<file path="src/cot_pkg.sv">
// Package for the circle overlap position table: field widths, transfer structs,
// sequencer states and the control group passed from the sequencer to the top level.
// No dependencies.
package cot_pkg;

    // Fixed field widths.
    localparam int ID_W     = 4;
    localparam int POS_W    = 16;
    localparam int RADIUS_W = 15;
    localparam int NOW_W    = 4;
    localparam int TOTAL_W  = 32;

    // Radius sum and its square.
    localparam int RS_W = RADIUS_W + 1;
    localparam int SQ_W = 2 * RS_W;

    // Largest value shown in overlaps_now.
    localparam int NOW_MAX = (1 << NOW_W) - 1;

    // Cycles from a read issue to its hit being counted.
    localparam int CHECK_LAT = 3;
    localparam int DRAIN_W   = $clog2(CHECK_LAT);

    // Parameter defaults.
    localparam int MAX_ROBOTS_DEF = 16;
    localparam int COORD_BITS_DEF = 16;

    typedef struct packed {
        logic [ID_W-1:0]        robot_id;
        logic signed [POS_W-1:0] pos_x;
        logic signed [POS_W-1:0] pos_y;
        logic [RADIUS_W-1:0]    radius;
    } cot_in_t;

    typedef struct packed {
        logic               overlap_found;
        logic [NOW_W-1:0]   overlaps_now;
        logic [TOTAL_W-1:0] overlap_total;
    } cot_out_t;

    typedef enum logic [1:0] {
        ST_IDLE,
        ST_SWEEP,
        ST_DRAIN,
        ST_DONE
    } cot_state_t;

    // Sequencer events seen by the result logic.
    typedef struct packed {
        logic accept;
        logic finish;
    } cot_ctl_t;

endpackage

</file>
<file path="src/cot_entry_mem.sv">
// Table memory: one entry per robot holding circle centre and radius.
// One write port and one read port with registered read data. Uses cot_pkg.
module cot_entry_mem
    import cot_pkg::*;
#(
    parameter int DEPTH = MAX_ROBOTS_DEF,
    parameter int CW    = COORD_BITS_DEF,
    localparam int AW   = $clog2(DEPTH)
) (
    input  logic                clk,
    input  logic                wr_en,
    input  logic [AW-1:0]       wr_addr,
    input  logic signed [CW-1:0] wr_x,
    input  logic signed [CW-1:0] wr_y,
    input  logic [RADIUS_W-1:0] wr_r,
    input  logic                rd_en,
    input  logic [AW-1:0]       rd_addr,
    output logic signed [CW-1:0] rd_x,
    output logic signed [CW-1:0] rd_y,
    output logic [RADIUS_W-1:0] rd_r
);

    localparam int EW = 2 * CW + RADIUS_W;

    logic [EW-1:0] mem [DEPTH];
    logic [EW-1:0] rd_data_reg;

    // Write port.
    always_ff @(posedge clk)
    begin
        if (wr_en)
        begin
            mem[wr_addr] <= {wr_x, wr_y, wr_r};
        end
    end

    // Read port with registered read data, available in the cycle after the read.
    always_ff @(posedge clk)
    begin
        if (rd_en)
        begin
            rd_data_reg <= mem[rd_addr];
        end
    end

    assign rd_x = rd_data_reg[EW-1 -: CW];
    assign rd_y = rd_data_reg[RADIUS_W +: CW];
    assign rd_r = rd_data_reg[RADIUS_W-1:0];

endmodule

</file>
<file path="src/cot_pair_check.sv">
// Pipelined overlap test between the current circle and one stored circle per cycle.
// Stages: distance and far test, exact squares, sum and compare. Uses cot_pkg.
module cot_pair_check
    import cot_pkg::*;
#(
    parameter int CW = COORD_BITS_DEF
) (
    input  logic                 clk,
    input  logic                 rst_n,
    input  logic                 chk,
    input  logic signed [CW-1:0] ent_x,
    input  logic signed [CW-1:0] ent_y,
    input  logic [RADIUS_W-1:0]  ent_r,
    input  logic signed [CW-1:0] cur_x,
    input  logic signed [CW-1:0] cur_y,
    input  logic [RADIUS_W-1:0]  cur_r,
    output logic                 hit
);

    localparam int DW   = CW + 1;
    localparam int CMPW = (DW > RS_W) ? DW : RS_W;

    logic                chk_reg;
    logic                v1_reg;
    logic                near1_reg;
    logic [RS_W-1:0]     dx_reg;
    logic [RS_W-1:0]     dy_reg;
    logic [RS_W-1:0]     rs_reg;
    logic                v2_reg;
    logic                near2_reg;
    logic [SQ_W-1:0]     dx2_reg;
    logic [SQ_W-1:0]     dy2_reg;
    logic [SQ_W-1:0]     rs2_reg;

    logic signed [DW-1:0] dx_s;
    logic signed [DW-1:0] dy_s;
    logic [DW-1:0]        dx_abs;
    logic [DW-1:0]        dy_abs;
    logic [RS_W-1:0]      rs;
    logic                 near;
    logic [SQ_W:0]        dist_sq;

    // Check tag travels alongside the memory read data.
    always_ff @(posedge clk or negedge rst_n)
    begin
        if (!rst_n)
        begin
            chk_reg <= 1'b0;
        end
        else
        begin
            chk_reg <= chk;
        end
    end

    // Stage one: absolute distances, radius sum and the far shortcut.
    always_comb
    begin
        dx_s   = DW'(ent_x) - DW'(cur_x);
        dy_s   = DW'(ent_y) - DW'(cur_y);
        dx_abs = dx_s[DW-1] ? DW'(-dx_s) : DW'(dx_s);
        dy_abs = dy_s[DW-1] ? DW'(-dy_s) : DW'(dy_s);
        rs     = RS_W'(ent_r) + RS_W'(cur_r);
        near   = (CMPW'(dx_abs) <= CMPW'(rs)) && (CMPW'(dy_abs) <= CMPW'(rs));
    end

    always_ff @(posedge clk or negedge rst_n)
    begin
        if (!rst_n)
        begin
            v1_reg <= 1'b0;
        end
        else
        begin
            v1_reg <= chk_reg;
        end
    end

    // Distances fit in the radius sum width whenever the pair is near.
    always_ff @(posedge clk)
    begin
        near1_reg <= near;
        dx_reg    <= RS_W'(dx_abs);
        dy_reg    <= RS_W'(dy_abs);
        rs_reg    <= rs;
    end

    // Stage two: exact squares.
    always_ff @(posedge clk or negedge rst_n)
    begin
        if (!rst_n)
        begin
            v2_reg <= 1'b0;
        end
        else
        begin
            v2_reg <= v1_reg;
        end
    end

    always_ff @(posedge clk)
    begin
        near2_reg <= near1_reg;
        dx2_reg   <= dx_reg * dx_reg;
        dy2_reg   <= dy_reg * dy_reg;
        rs2_reg   <= rs_reg * rs_reg;
    end

    // Stage three: touch or intersect test.
    assign dist_sq = {1'b0, dx2_reg} + {1'b0, dy2_reg};
    assign hit     = v2_reg && near2_reg && (dist_sq <= {1'b0, rs2_reg});

endmodule

</file>
<file path="src/cot_seq.sv">
// Sequencer: takes an update, writes its table entry, sweeps the table one read per cycle
// and waits for the check pipeline to drain. Holds the valid marks. Uses cot_pkg.
module cot_seq
    import cot_pkg::*;
#(
    parameter int MAX_ROBOTS = MAX_ROBOTS_DEF,
    parameter int CW         = COORD_BITS_DEF,
    localparam int IDX_W     = $clog2(MAX_ROBOTS)
) (
    input  logic                 clk,
    input  logic                 rst_n,
    input  cot_in_t              upd,
    input  logic                 upd_valid,
    output logic                 upd_stall,
    input  logic                 out_free,
    output cot_ctl_t             ctl,
    output logic                 wr_en,
    output logic [IDX_W-1:0]     wr_addr,
    output logic signed [CW-1:0] wr_x,
    output logic signed [CW-1:0] wr_y,
    output logic                 rd_en,
    output logic [IDX_W-1:0]     rd_addr,
    output logic                 chk,
    output logic signed [CW-1:0] cur_x,
    output logic signed [CW-1:0] cur_y,
    output logic [RADIUS_W-1:0]  cur_r
);

    cot_state_t             state_reg;
    cot_state_t             state_next;
    logic [IDX_W-1:0]       idx_reg;
    logic [IDX_W-1:0]       idx_next;
    logic [DRAIN_W-1:0]     drain_reg;
    logic [DRAIN_W-1:0]     drain_next;
    logic [MAX_ROBOTS-1:0]  valid_reg;
    logic [IDX_W-1:0]       cur_id_reg;
    logic signed [CW-1:0]   cur_x_reg;
    logic signed [CW-1:0]   cur_y_reg;
    logic [RADIUS_W-1:0]    cur_r_reg;

    logic accept;
    logic in_range;
    logic sweep_last;
    logic drain_last;

    assign in_range   = 32'(upd.robot_id) < MAX_ROBOTS;
    assign sweep_last = idx_reg == IDX_W'(MAX_ROBOTS - 1);
    assign drain_last = drain_reg == DRAIN_W'(CHECK_LAT - 1);
    assign accept     = upd_valid && !upd_stall;

    // Next state.
    always_comb
    begin
        state_next = state_reg;
        case (state_reg)
            ST_IDLE:
            begin
                if (accept)
                begin
                    state_next = in_range ? ST_SWEEP : ST_DONE;
                end
            end
            ST_SWEEP:
            begin
                if (sweep_last)
                begin
                    state_next = ST_DRAIN;
                end
            end
            ST_DRAIN:
            begin
                if (drain_last)
                begin
                    state_next = ST_DONE;
                end
            end
            ST_DONE:
            begin
                if (accept)
                begin
                    state_next = in_range ? ST_SWEEP : ST_DONE;
                end
                else if (out_free)
                begin
                    state_next = ST_IDLE;
                end
            end
            default:
            begin
                state_next = ST_IDLE;
            end
        endcase
    end

    // State outputs.
    always_comb
    begin
        upd_stall  = 1'b1;
        ctl.accept = accept;
        ctl.finish = 1'b0;
        rd_en      = 1'b0;
        case (state_reg)
            ST_IDLE:
            begin
                upd_stall = 1'b0;
            end
            ST_SWEEP:
            begin
                rd_en = 1'b1;
            end
            ST_DRAIN:
            begin
                rd_en = 1'b0;
            end
            ST_DONE:
            begin
                upd_stall  = !out_free;
                ctl.finish = out_free;
            end
            default:
            begin
                upd_stall = 1'b1;
            end
        endcase
    end

    // Sweep and drain counters.
    always_comb
    begin
        idx_next   = (state_reg == ST_SWEEP && !sweep_last) ? idx_reg + 1'b1 : '0;
        drain_next = (state_reg == ST_DRAIN && !drain_last) ? drain_reg + 1'b1 : '0;
    end

    always_ff @(posedge clk or negedge rst_n)
    begin
        if (!rst_n)
        begin
            state_reg <= ST_IDLE;
            idx_reg   <= '0;
            drain_reg <= '0;
        end
        else
        begin
            state_reg <= state_next;
            idx_reg   <= idx_next;
            drain_reg <= drain_next;
        end
    end

    // Entry write happens at the accepting edge, only for an in-range robot_id.
    assign wr_en   = accept && in_range;
    assign wr_addr = IDX_W'(upd.robot_id);
    assign wr_x    = CW'(upd.pos_x);
    assign wr_y    = CW'(upd.pos_y);

    // Valid marks are set on write and only cleared by reset.
    always_ff @(posedge clk or negedge rst_n)
    begin
        if (!rst_n)
        begin
            valid_reg <= '0;
        end
        else if (wr_en)
        begin
            valid_reg[wr_addr] <= 1'b1;
        end
    end

    // Current update held for the whole sweep.
    always_ff @(posedge clk)
    begin
        if (accept)
        begin
            cur_id_reg <= wr_addr;
            cur_x_reg  <= wr_x;
            cur_y_reg  <= wr_y;
            cur_r_reg  <= upd.radius;
        end
    end

    assign rd_addr = idx_reg;
    assign chk     = (state_reg == ST_SWEEP) && valid_reg[idx_reg] && (idx_reg != cur_id_reg);
    assign cur_x   = cur_x_reg;
    assign cur_y   = cur_y_reg;
    assign cur_r   = cur_r_reg;

    // An update is only taken when no sweep is in flight.
    a_accept_idle : assert property (@(posedge clk) disable iff (!rst_n)
        accept |-> (state_reg == ST_IDLE || state_reg == ST_DONE))
        else $error("update taken during a sweep");

    // The table is never written while it is being swept.
    a_no_write_sweep : assert property (@(posedge clk) disable iff (!rst_n)
        (state_reg == ST_SWEEP || state_reg == ST_DRAIN) |-> !wr_en)
        else $error("table written during a sweep");

    // Valid marks never clear outside reset.
    a_valid_grow : assert property (@(posedge clk) disable iff (!rst_n)
        1'b1 |=> ((valid_reg & $past(valid_reg)) == $past(valid_reg)))
        else $error("valid mark lost");

endmodule

</file>
<file path="src/circle_overlap_position_table.sv">
// Top level of the circle overlap position table: sequencer, table memory, pair check,
// overlap count, saturating pair total and result register. Uses cot_pkg and all submodules.
//
//  channel  | direction | handshake           | payload
//  ---------+-----------+---------------------+-----------------------------------------
//  upd      | in        | upd_valid/upd_stall | robot_id, pos_x, pos_y, radius
//  res      | out       | res_valid/res_stall | overlap_found, overlaps_now, overlap_total
//
// An update with robot_id below MAX_ROBOTS goes through these steps from its transfer to its
// result: the table read port reads one stored entry per cycle, the three-stage check
// pipeline drains, and the result register is loaded once it is free.
// An update with robot_id outside the table skips the sweep and the drain.
// Reset clears the valid marks and the pair total at once; there is no clearing pass.
// A new update is taken while the previous result waits; an update only finishes once the
// result register is free, so a stalled result holds the block after its sweep.
module circle_overlap_position_table
    import cot_pkg::*;
#(
    parameter int MAX_ROBOTS = MAX_ROBOTS_DEF,
    parameter int COORD_BITS = COORD_BITS_DEF
) (
    input  logic     clk,
    input  logic     rst_n,
    input  cot_in_t  upd,
    input  logic     upd_valid,
    output logic     upd_stall,
    output cot_out_t res,
    output logic     res_valid,
    input  logic     res_stall
);

    localparam int IDX_W = $clog2(MAX_ROBOTS);
    localparam int CNT_W = $clog2(MAX_ROBOTS);
    localparam int CW    = COORD_BITS;

    cot_ctl_t               ctl;
    logic                   out_free;
    logic                   wr_en;
    logic [IDX_W-1:0]       wr_addr;
    logic signed [CW-1:0]   wr_x;
    logic signed [CW-1:0]   wr_y;
    logic                   rd_en;
    logic [IDX_W-1:0]       rd_addr;
    logic signed [CW-1:0]   rd_x;
    logic signed [CW-1:0]   rd_y;
    logic [RADIUS_W-1:0]    rd_r;
    logic                   chk;
    logic signed [CW-1:0]   cur_x;
    logic signed [CW-1:0]   cur_y;
    logic [RADIUS_W-1:0]    cur_r;
    logic                   hit;

    logic [CNT_W-1:0]       count_reg;
    logic [CNT_W-1:0]       count_next;
    logic [TOTAL_W-1:0]     total_reg;
    logic [TOTAL_W-1:0]     total_next;
    logic [TOTAL_W:0]       total_sum;
    cot_out_t               res_reg;
    cot_out_t               res_next;
    logic                   res_valid_reg;

    assign out_free = !res_valid_reg || !res_stall;

    cot_seq #(
        .MAX_ROBOTS (MAX_ROBOTS),
        .CW         (CW)
    ) u_seq (
        .clk       (clk),
        .rst_n     (rst_n),
        .upd       (upd),
        .upd_valid (upd_valid),
        .upd_stall (upd_stall),
        .out_free  (out_free),
        .ctl       (ctl),
        .wr_en     (wr_en),
        .wr_addr   (wr_addr),
        .wr_x      (wr_x),
        .wr_y      (wr_y),
        .rd_en     (rd_en),
        .rd_addr   (rd_addr),
        .chk       (chk),
        .cur_x     (cur_x),
        .cur_y     (cur_y),
        .cur_r     (cur_r)
    );

    cot_entry_mem #(
        .DEPTH (MAX_ROBOTS),
        .CW    (CW)
    ) u_mem (
        .clk     (clk),
        .wr_en   (wr_en),
        .wr_addr (wr_addr),
        .wr_x    (wr_x),
        .wr_y    (wr_y),
        .wr_r    (upd.radius),
        .rd_en   (rd_en),
        .rd_addr (rd_addr),
        .rd_x    (rd_x),
        .rd_y    (rd_y),
        .rd_r    (rd_r)
    );

    cot_pair_check #(
        .CW (CW)
    ) u_check (
        .clk   (clk),
        .rst_n (rst_n),
        .chk   (chk),
        .ent_x (rd_x),
        .ent_y (rd_y),
        .ent_r (rd_r),
        .cur_x (cur_x),
        .cur_y (cur_y),
        .cur_r (cur_r),
        .hit   (hit)
    );

    // Overlap count for the update in progress.
    always_comb
    begin
        if (ctl.accept)
        begin
            count_next = '0;
        end
        else if (hit)
        begin
            count_next = count_reg + 1'b1;
        end
        else
        begin
            count_next = count_reg;
        end
    end

    // Saturating pair total and the result fields.
    always_comb
    begin
        total_sum  = {1'b0, total_reg} + (TOTAL_W + 1)'(count_reg);
        total_next = total_sum[TOTAL_W] ? '1 : total_sum[TOTAL_W-1:0];
        res_next.overlap_found = count_reg != '0;
        res_next.overlaps_now  = (32'(count_reg) > NOW_MAX) ? NOW_W'(NOW_MAX)
                                                             : NOW_W'(count_reg);
        res_next.overlap_total = total_next;
    end

    always_ff @(posedge clk or negedge rst_n)
    begin
        if (!rst_n)
        begin
            count_reg     <= '0;
            total_reg     <= '0;
            res_valid_reg <= 1'b0;
        end
        else
        begin
            count_reg <= count_next;
            if (ctl.finish)
            begin
                total_reg     <= total_next;
                res_valid_reg <= 1'b1;
            end
            else if (!res_stall)
            begin
                res_valid_reg <= 1'b0;
            end
        end
    end

    // Result register is loaded only when free.
    always_ff @(posedge clk)
    begin
        if (ctl.finish)
        begin
            res_reg <= res_next;
        end
    end

    assign res       = res_reg;
    assign res_valid = res_valid_reg;

    // The count can never exceed the number of other entries.
    a_count_range : assert property (@(posedge clk) disable iff (!rst_n)
        32'(count_reg) <= MAX_ROBOTS - 1)
        else $error("overlap count out of range");

    // The pair total never decreases.
    a_total_mono : assert property (@(posedge clk) disable iff (!rst_n)
        1'b1 |=> (total_reg >= $past(total_reg)))
        else $error("pair total decreased");

    // The flag agrees with the count in every result.
    a_flag_count : assert property (@(posedge clk) disable iff (!rst_n)
        res_valid_reg |-> (res_reg.overlap_found == (res_reg.overlaps_now != '0)))
        else $error("overlap flag disagrees with count");

    // No check result arrives while a new update is being taken.
    a_hit_window : assert property (@(posedge clk) disable iff (!rst_n)
        ctl.accept |-> !hit)
        else $error("check result outside a sweep");

endmodule
</file>
<file path="config.mk">
export PLATFORM = sky130hd
export DESIGN_NAME = circle_overlap_position_table
export DESIGN_NICKNAME = d
export VERILOG_FILES = /design/src/cot_pkg.sv /design/src/cot_entry_mem.sv /design/src/cot_pair_check.sv /design/src/cot_seq.sv /design/src/circle_overlap_position_table.sv
export SDC_FILE = /design/constraint.sdc
export NUM_CORES = 2
export LEC_CHECK = 0
export ABC_CLOCK_PERIOD_IN_PS = 7700
export BUFFER_PORTS_ARGS = -buffer_cell sky130_fd_sc_hd__buf_2
export CAP_MARGIN = 20
export CORE_ASPECT_RATIO = 0.6
export CORE_MARGIN = 2
export CORE_UTILIZATION = 58
export CTS_BUF_LIST = sky130_fd_sc_hd__clkbuf_16
export CTS_CLUSTER_DIAMETER = 50
export DETAILED_ROUTE_END_ITERATION = 10
export PLACE_DENSITY = 0.77
export SLEW_MARGIN = 20
export SYNTH_ARGS = -nofsm -noshare
export SYNTH_HDL_FRONTEND = slang
export SYNTH_SLANG_ARGS = --single-unit
</file>
<file path="constraint.sdc">
create_clock -name clk -period 7.7 [get_ports clk]
set_input_delay 0.77 -clock clk [delete_from_list [all_inputs] [get_ports clk]]
set_output_delay 0.77 -clock clk [all_outputs]
set_load 0.005 [all_outputs]
</file>
======== Yosys cells after proc, flatten, opt, wreduce, memory -nomap -nowiden ========
Memories as Yosys holds them, arrays and structs flattened. A register that Yosys moved wholly into a read port is not among the register bits.
Cells that the tools add are included.
cells by class
  magnitude comparators ................... 6
  equality and inequality tests ........... 11
  bitwise operators ....................... 1
  add/subtract/negate cells ............... 10
  mux-type cells .......................... 24
  multiply operators ...................... 3
  reductions and logical operators ........ 20
operators with widths
  cell                                                         number
  multiplier 16 x 16 -> 32 bit                                 3
  <= comparator 17 x 16 -> 1 bit                               2
  two-way mux 17 bit                                           2
  negator 17 bit                                               2
  subtractor 16 x 16 -> 17 bit                                 2
  adder 32 x 32 -> 33 bit                                      1
  adder 32 x 4 -> 33 bit                                       1
  <= comparator 33 x 32 -> 1 bit                               1
  two-way mux 32 bit                                           1
  adder 15 x 15 -> 16 bit                                      1
  bitwise OR 16 bit                                            1
  two-way mux 2 bit                                            6
  two-way mux 4 bit                                            3
  less-than comparator 4 x 5 -> 1 bit (second input constant)  2
  logical AND 1 bit                                            9
  adder 4 x 1 -> 4 bit (second input constant)                 2
  two-way mux 1 bit                                            8
  inequality test 2 x 1 -> 1 bit (second input constant)       4
  one-hot mux 2 bit (4 select lines)                           1
  == test 2 bit (second input constant)                        3
  logical NOT 1 bit                                            6
  binary-select mux 1 bit (select 4 bit)                       1
  demux 1 bit (select 4 bit)                                   1
  == test 4 bit (second input constant)                        1
  other kinds (11)                                             11
word-level totals
  register bits ........................... 298
  bits of input ports ..................... 55
  output and inout port bits .............. 39
  logic and storage cells ................. 101
  memories ................................ 1
  RAM bits ................................ 752
memories
  memory     words  width  rd ports  clocked after memory_dff  write ports  line                 text
  u_mem.mem  16     47     1         1                         1            cot_entry_mem.sv:25  logic [EW-1:0] mem [DEPTH];

======== Longest topological paths before layout ========
  word-level depth ........................ 8
  depth in mapped cells ................... 27
  depth with buffers taken out ............ 26

======== Cells and area by module ========
A second synthesis with hierarchy kept.
unflattened totals
  cell total of the unflattened synthesis .. 5140
  area total of the unflattened synthesis .. 66493.8 µm²
by module, submodules not included
  module                         area an instance (µm²)  times used  sequential area each (µm²)  cells an instance
  cot_pair_check                 30008.8                 1           2937.8                      3376
  cot_entry_mem                  29598.4                 1           23993.0                     1217
  circle_overlap_position_table  3783.6                  1           2037.0                      354
  cot_seq                        3103.0                  1           2132.0                      193

======== Least setup slack after synthesis ========
No wires, ideal clock.
  path kind ............................... input to register
  from .................................... input port res_stall
  to ...................................... memory u_mem.mem[9][0] in the netlist's numbering (enable)
  required time ........................... 7.179 ns
  arrival time ............................ 7.472 ns
  setup slack ............................. -0.293 ns
  buffers on the path ..................... 0
  stages on the path ...................... 5
  path through ............................ nand3_1 > o21ai_0 > nor2_1 > nand3b_1 > nor3b_1
RTL lines
  what                line                                 text
  start: declaration  circle_overlap_position_table.sv:29  input logic res_stall
  end: declaration    cot_entry_mem.sv:25

======== Worst setup path after layout ========
  from .................................... register u_check.dy_reg[3]
  to ...................................... register u_check.dy2_reg[30]
between the ends
  cells in the longest elaborated chain, start to end .. 1
RTL lines
  what                          line                   text
  start: declaration            cot_pair_check.sv:27   logic [RS_W-1:0] dy_reg;
  start signal: assignment      cot_pair_check.sv:84   dy_reg <= RS_W'(dy_abs);
  multiplier 16 x 16 -> 32 bit  cot_pair_check.sv:105  dy2_reg <= dy_reg * dy_reg;
  end signal: assignment        cot_pair_check.sv:105
  end: declaration              cot_pair_check.sv:32   logic [SQ_W-1:0] dy2_reg;
No other way between the ends.
A chain may end at the register's enable or synchronous reset.

==> reports/metrics.cfg <==
[clock_network]
cts.htree.levels=3
post_cts_buffers=0
path_clk_slew_ns=0.07
cts_num_sinks=1094
post_cts_resized=0
ctsHoldBuffers=0
cts_tree=yes
clockBufferDepth=3
clk_latency_ns=0.75
cts_root_buf=clkbuf_16
cts_made_buffers=100

[synthesis]
synthAdderAreaFrac_pct=23.6
synthXorXnorAreaFrac_pct=3.18
synth_edf_count=887
ys_warn_count=0
synth.top_cell.area_share_pct=40.3
synth_flop_cell=edfxtp_1
muxShareOfSynthArea_pct=6.55
ys_top_cells_by_count=edfxtp_1 (887), inv_1 (849), fa_1 (490)
synth_simple_gate_area_share_pct=6.68
synth_top_area_cell=edfxtp_1
async_reset_ff_share_pct=5.85
syn_area_per_cell_um2=12.6
synth_area_mm2=0.0660
synth_top_family_by_area=adder cells
synth-compound-area-share_pct=7.15
synthTopCellsByArea=edfxtp_1 (40%), fa_1 (15%), ha_1 (8.7%)
syn_nets=6266
synthesis.instances=5260
synth.most_common_cell=edfxtp_1
ys_seq_elements=1094
synth.yosys.seq_area_share_pct=47.1
ys_types=73

[critical_path]
r2r_start=u_check.dy_reg[3]
critPathRequiredTime_ns=8.38
critPathLaunchType=flop
cp-end-kind=flop
reg2regPathDepth=24
cp_data_arrival_time_ns=7.99
critPathLaunch=u_check.dy_reg[3]
cp-endpoint=u_check.dy2_reg[30]
rrSetupSlack_ns=0.39
worstSetupPathType=reg2reg
r2r_end=u_check.dy2_reg[30]
cp_max_fo=13

[detailed_routing]
drt_first_pass_iters=6
drc_errors=0
routed_wl_um=166000
ant_nets=0
vias_per_cell=5.94
routedWlPerCell_um=23.9
first_iter_violations=4510
via_count=41400

[final_layout]
post-route-util_pct=63.8
largest_reg_flops=752
fill_cells=8341
multi_input_area_mm2=0.0313
nets=6365
register_area_mm2=0.0311
area_growth_pct=8.73
drive_above_1_share_pct=9.93

[timing]
slew_violations=0
rsz0062_at_grt=false
final.period_utilization_pct=94.9
slew_headroom_pct=19.2
clock_skew_ns=0.0702
finalCriticalPeriod_ns=7.31
finalSetupViolations=0
worstMarginPinSlew_ns=1.21
clock.fmax_ghz=0.137
hold_viol=0

[placed_design]
place.port_buffers=93
dpl.hpwl_um=116000
place_congestion=0.987

[global_route]
grt_overflow=0
grt_pass1_wl_um=254000
antenna_found_initial=48
gr-usage-all-layers_pct=29.0
grt_max_degree=83
grt_pass1_vias=41700

[die]
die_w_um=440
core_mm2=0.112
dieArea_mm2=0.117
initial_utilization_pct=58.7
rows=95
die_y_um=265
ioPinCount=94

[run_status]
status=finished, final reports clean

[min_path]
hp-class=in2async

[flow_run]
drv_cap=0

area by class of cell:
cell class                 count  share of cell area (%)
multi-input combinational   3158                    43.6
timing repair buffer         155                    1.35
sequential                  1094                    43.3
antenna                       20                  0.0697
clock inverter                81                    1.07
clock buffer                 101                    3.52
tap                         1503                    2.62
inverter                     850                    4.44
how the worst min path moves through the flow:
stage	startpoint	slack [ns]	end
global route	res_stall	0.30	res_valid
floorplan	u_check.near1_reg	0.31	u_check.near2_reg
detailed placement	u_check.near1_reg	0.31	u_check.near2_reg
global placement	u_check.near1_reg	0.31	u_check.near2_reg
CTS	rst_n	0.24	total_reg[15]
finish	rst_n	0.24	total_reg[19]
cells by family after synthesis:
family                   count (synthesis)
AND/OR/NAND/NOR                        932
flip-flops                            1094
buffers and inverters                 1008
adder cells (fa/ha/maj)                951
AO/OA/AOI/OAI                          734
XOR/XNOR                               240
multiplexers                           301
critical path, cell delays in order, from the launching register on:
cell	delay (ns)
dfxtp_1	0.58
inv_1	0.24
nor2_1	0.31
ha_1	0.32
xor2_1	0.22
fa_1	0.45
inv_1	0.11
fa_1	0.43
fa_1	0.45
fa_1	0.51
inv_1	0.05
fa_1	0.47
inv_1	0.04
ha_1	0.35
a21o_1	0.21
a21o_1	0.17
a21oi_1	0.49
o22ai_1	0.14
a31oi_1	0.28
a21boi_0	0.21
a31o_2	0.29
or4_1	0.43
a31o_2	0.25
a21oi_1	0.17
xnor2_1	0.13
metal layers:
metal	routed length, um	GRT usage (%)	vias up
li1	-	-	18300
met2	70400	41.0	2011
met3	18800	8.03	262
met4	3440	6.89	16
met5	107	0	-
met1	73300	44.4	20800
stage by stage:
step	instance area, um^2	hold WS, ns	setup slack (ns)	TNS (ns)	std cells
6_report	71800	0.243	0.395	0	6962
5_1_grt	71800	0.304	0.0806	0	6953
4_1_cts	71700	0.242	0.583	0	6942
3_5_place_dp	68400	0.315	0.542	0	6760
3_3_place_gp	68400	0.312	0.645	0	6760
2_1_floorplan	66000	0.310	-0.0457	-2.18	5260
placed cells by master, fill, tap and decap left out, types with 81 or more instances in the layout:
| master | netlist | final |
|---|---|---|
| mux4_2 | 99 | 99 |
| mux2i_1 | 142 | 142 |
| dfxtp_1 | 143 | 143 |
| xnor2_1 | 159 | 159 |
| a21o_1 | 87 | 87 |
| a21oi_1 | 202 | 202 |
| inv_1 | 849 | 859 |
| nand2_1 | 372 | 371 |
| o21ai_0 | 166 | 166 |
| nor2_1 | 179 | 169 |
| xor2_1 | 81 | 81 |
| edfxtp_1 | 887 | 887 |
| buf_2 | 0 | 93 |
| fa_1 | 490 | 490 |
| and2_1 | 126 | 125 |
| ha_1 | 461 | 460 |
| clkbuf_16 | 0 | 101 |
Power is not shown: default switching activity piles up to over one toggle a cycle in this logic, so the estimate is an artifact.
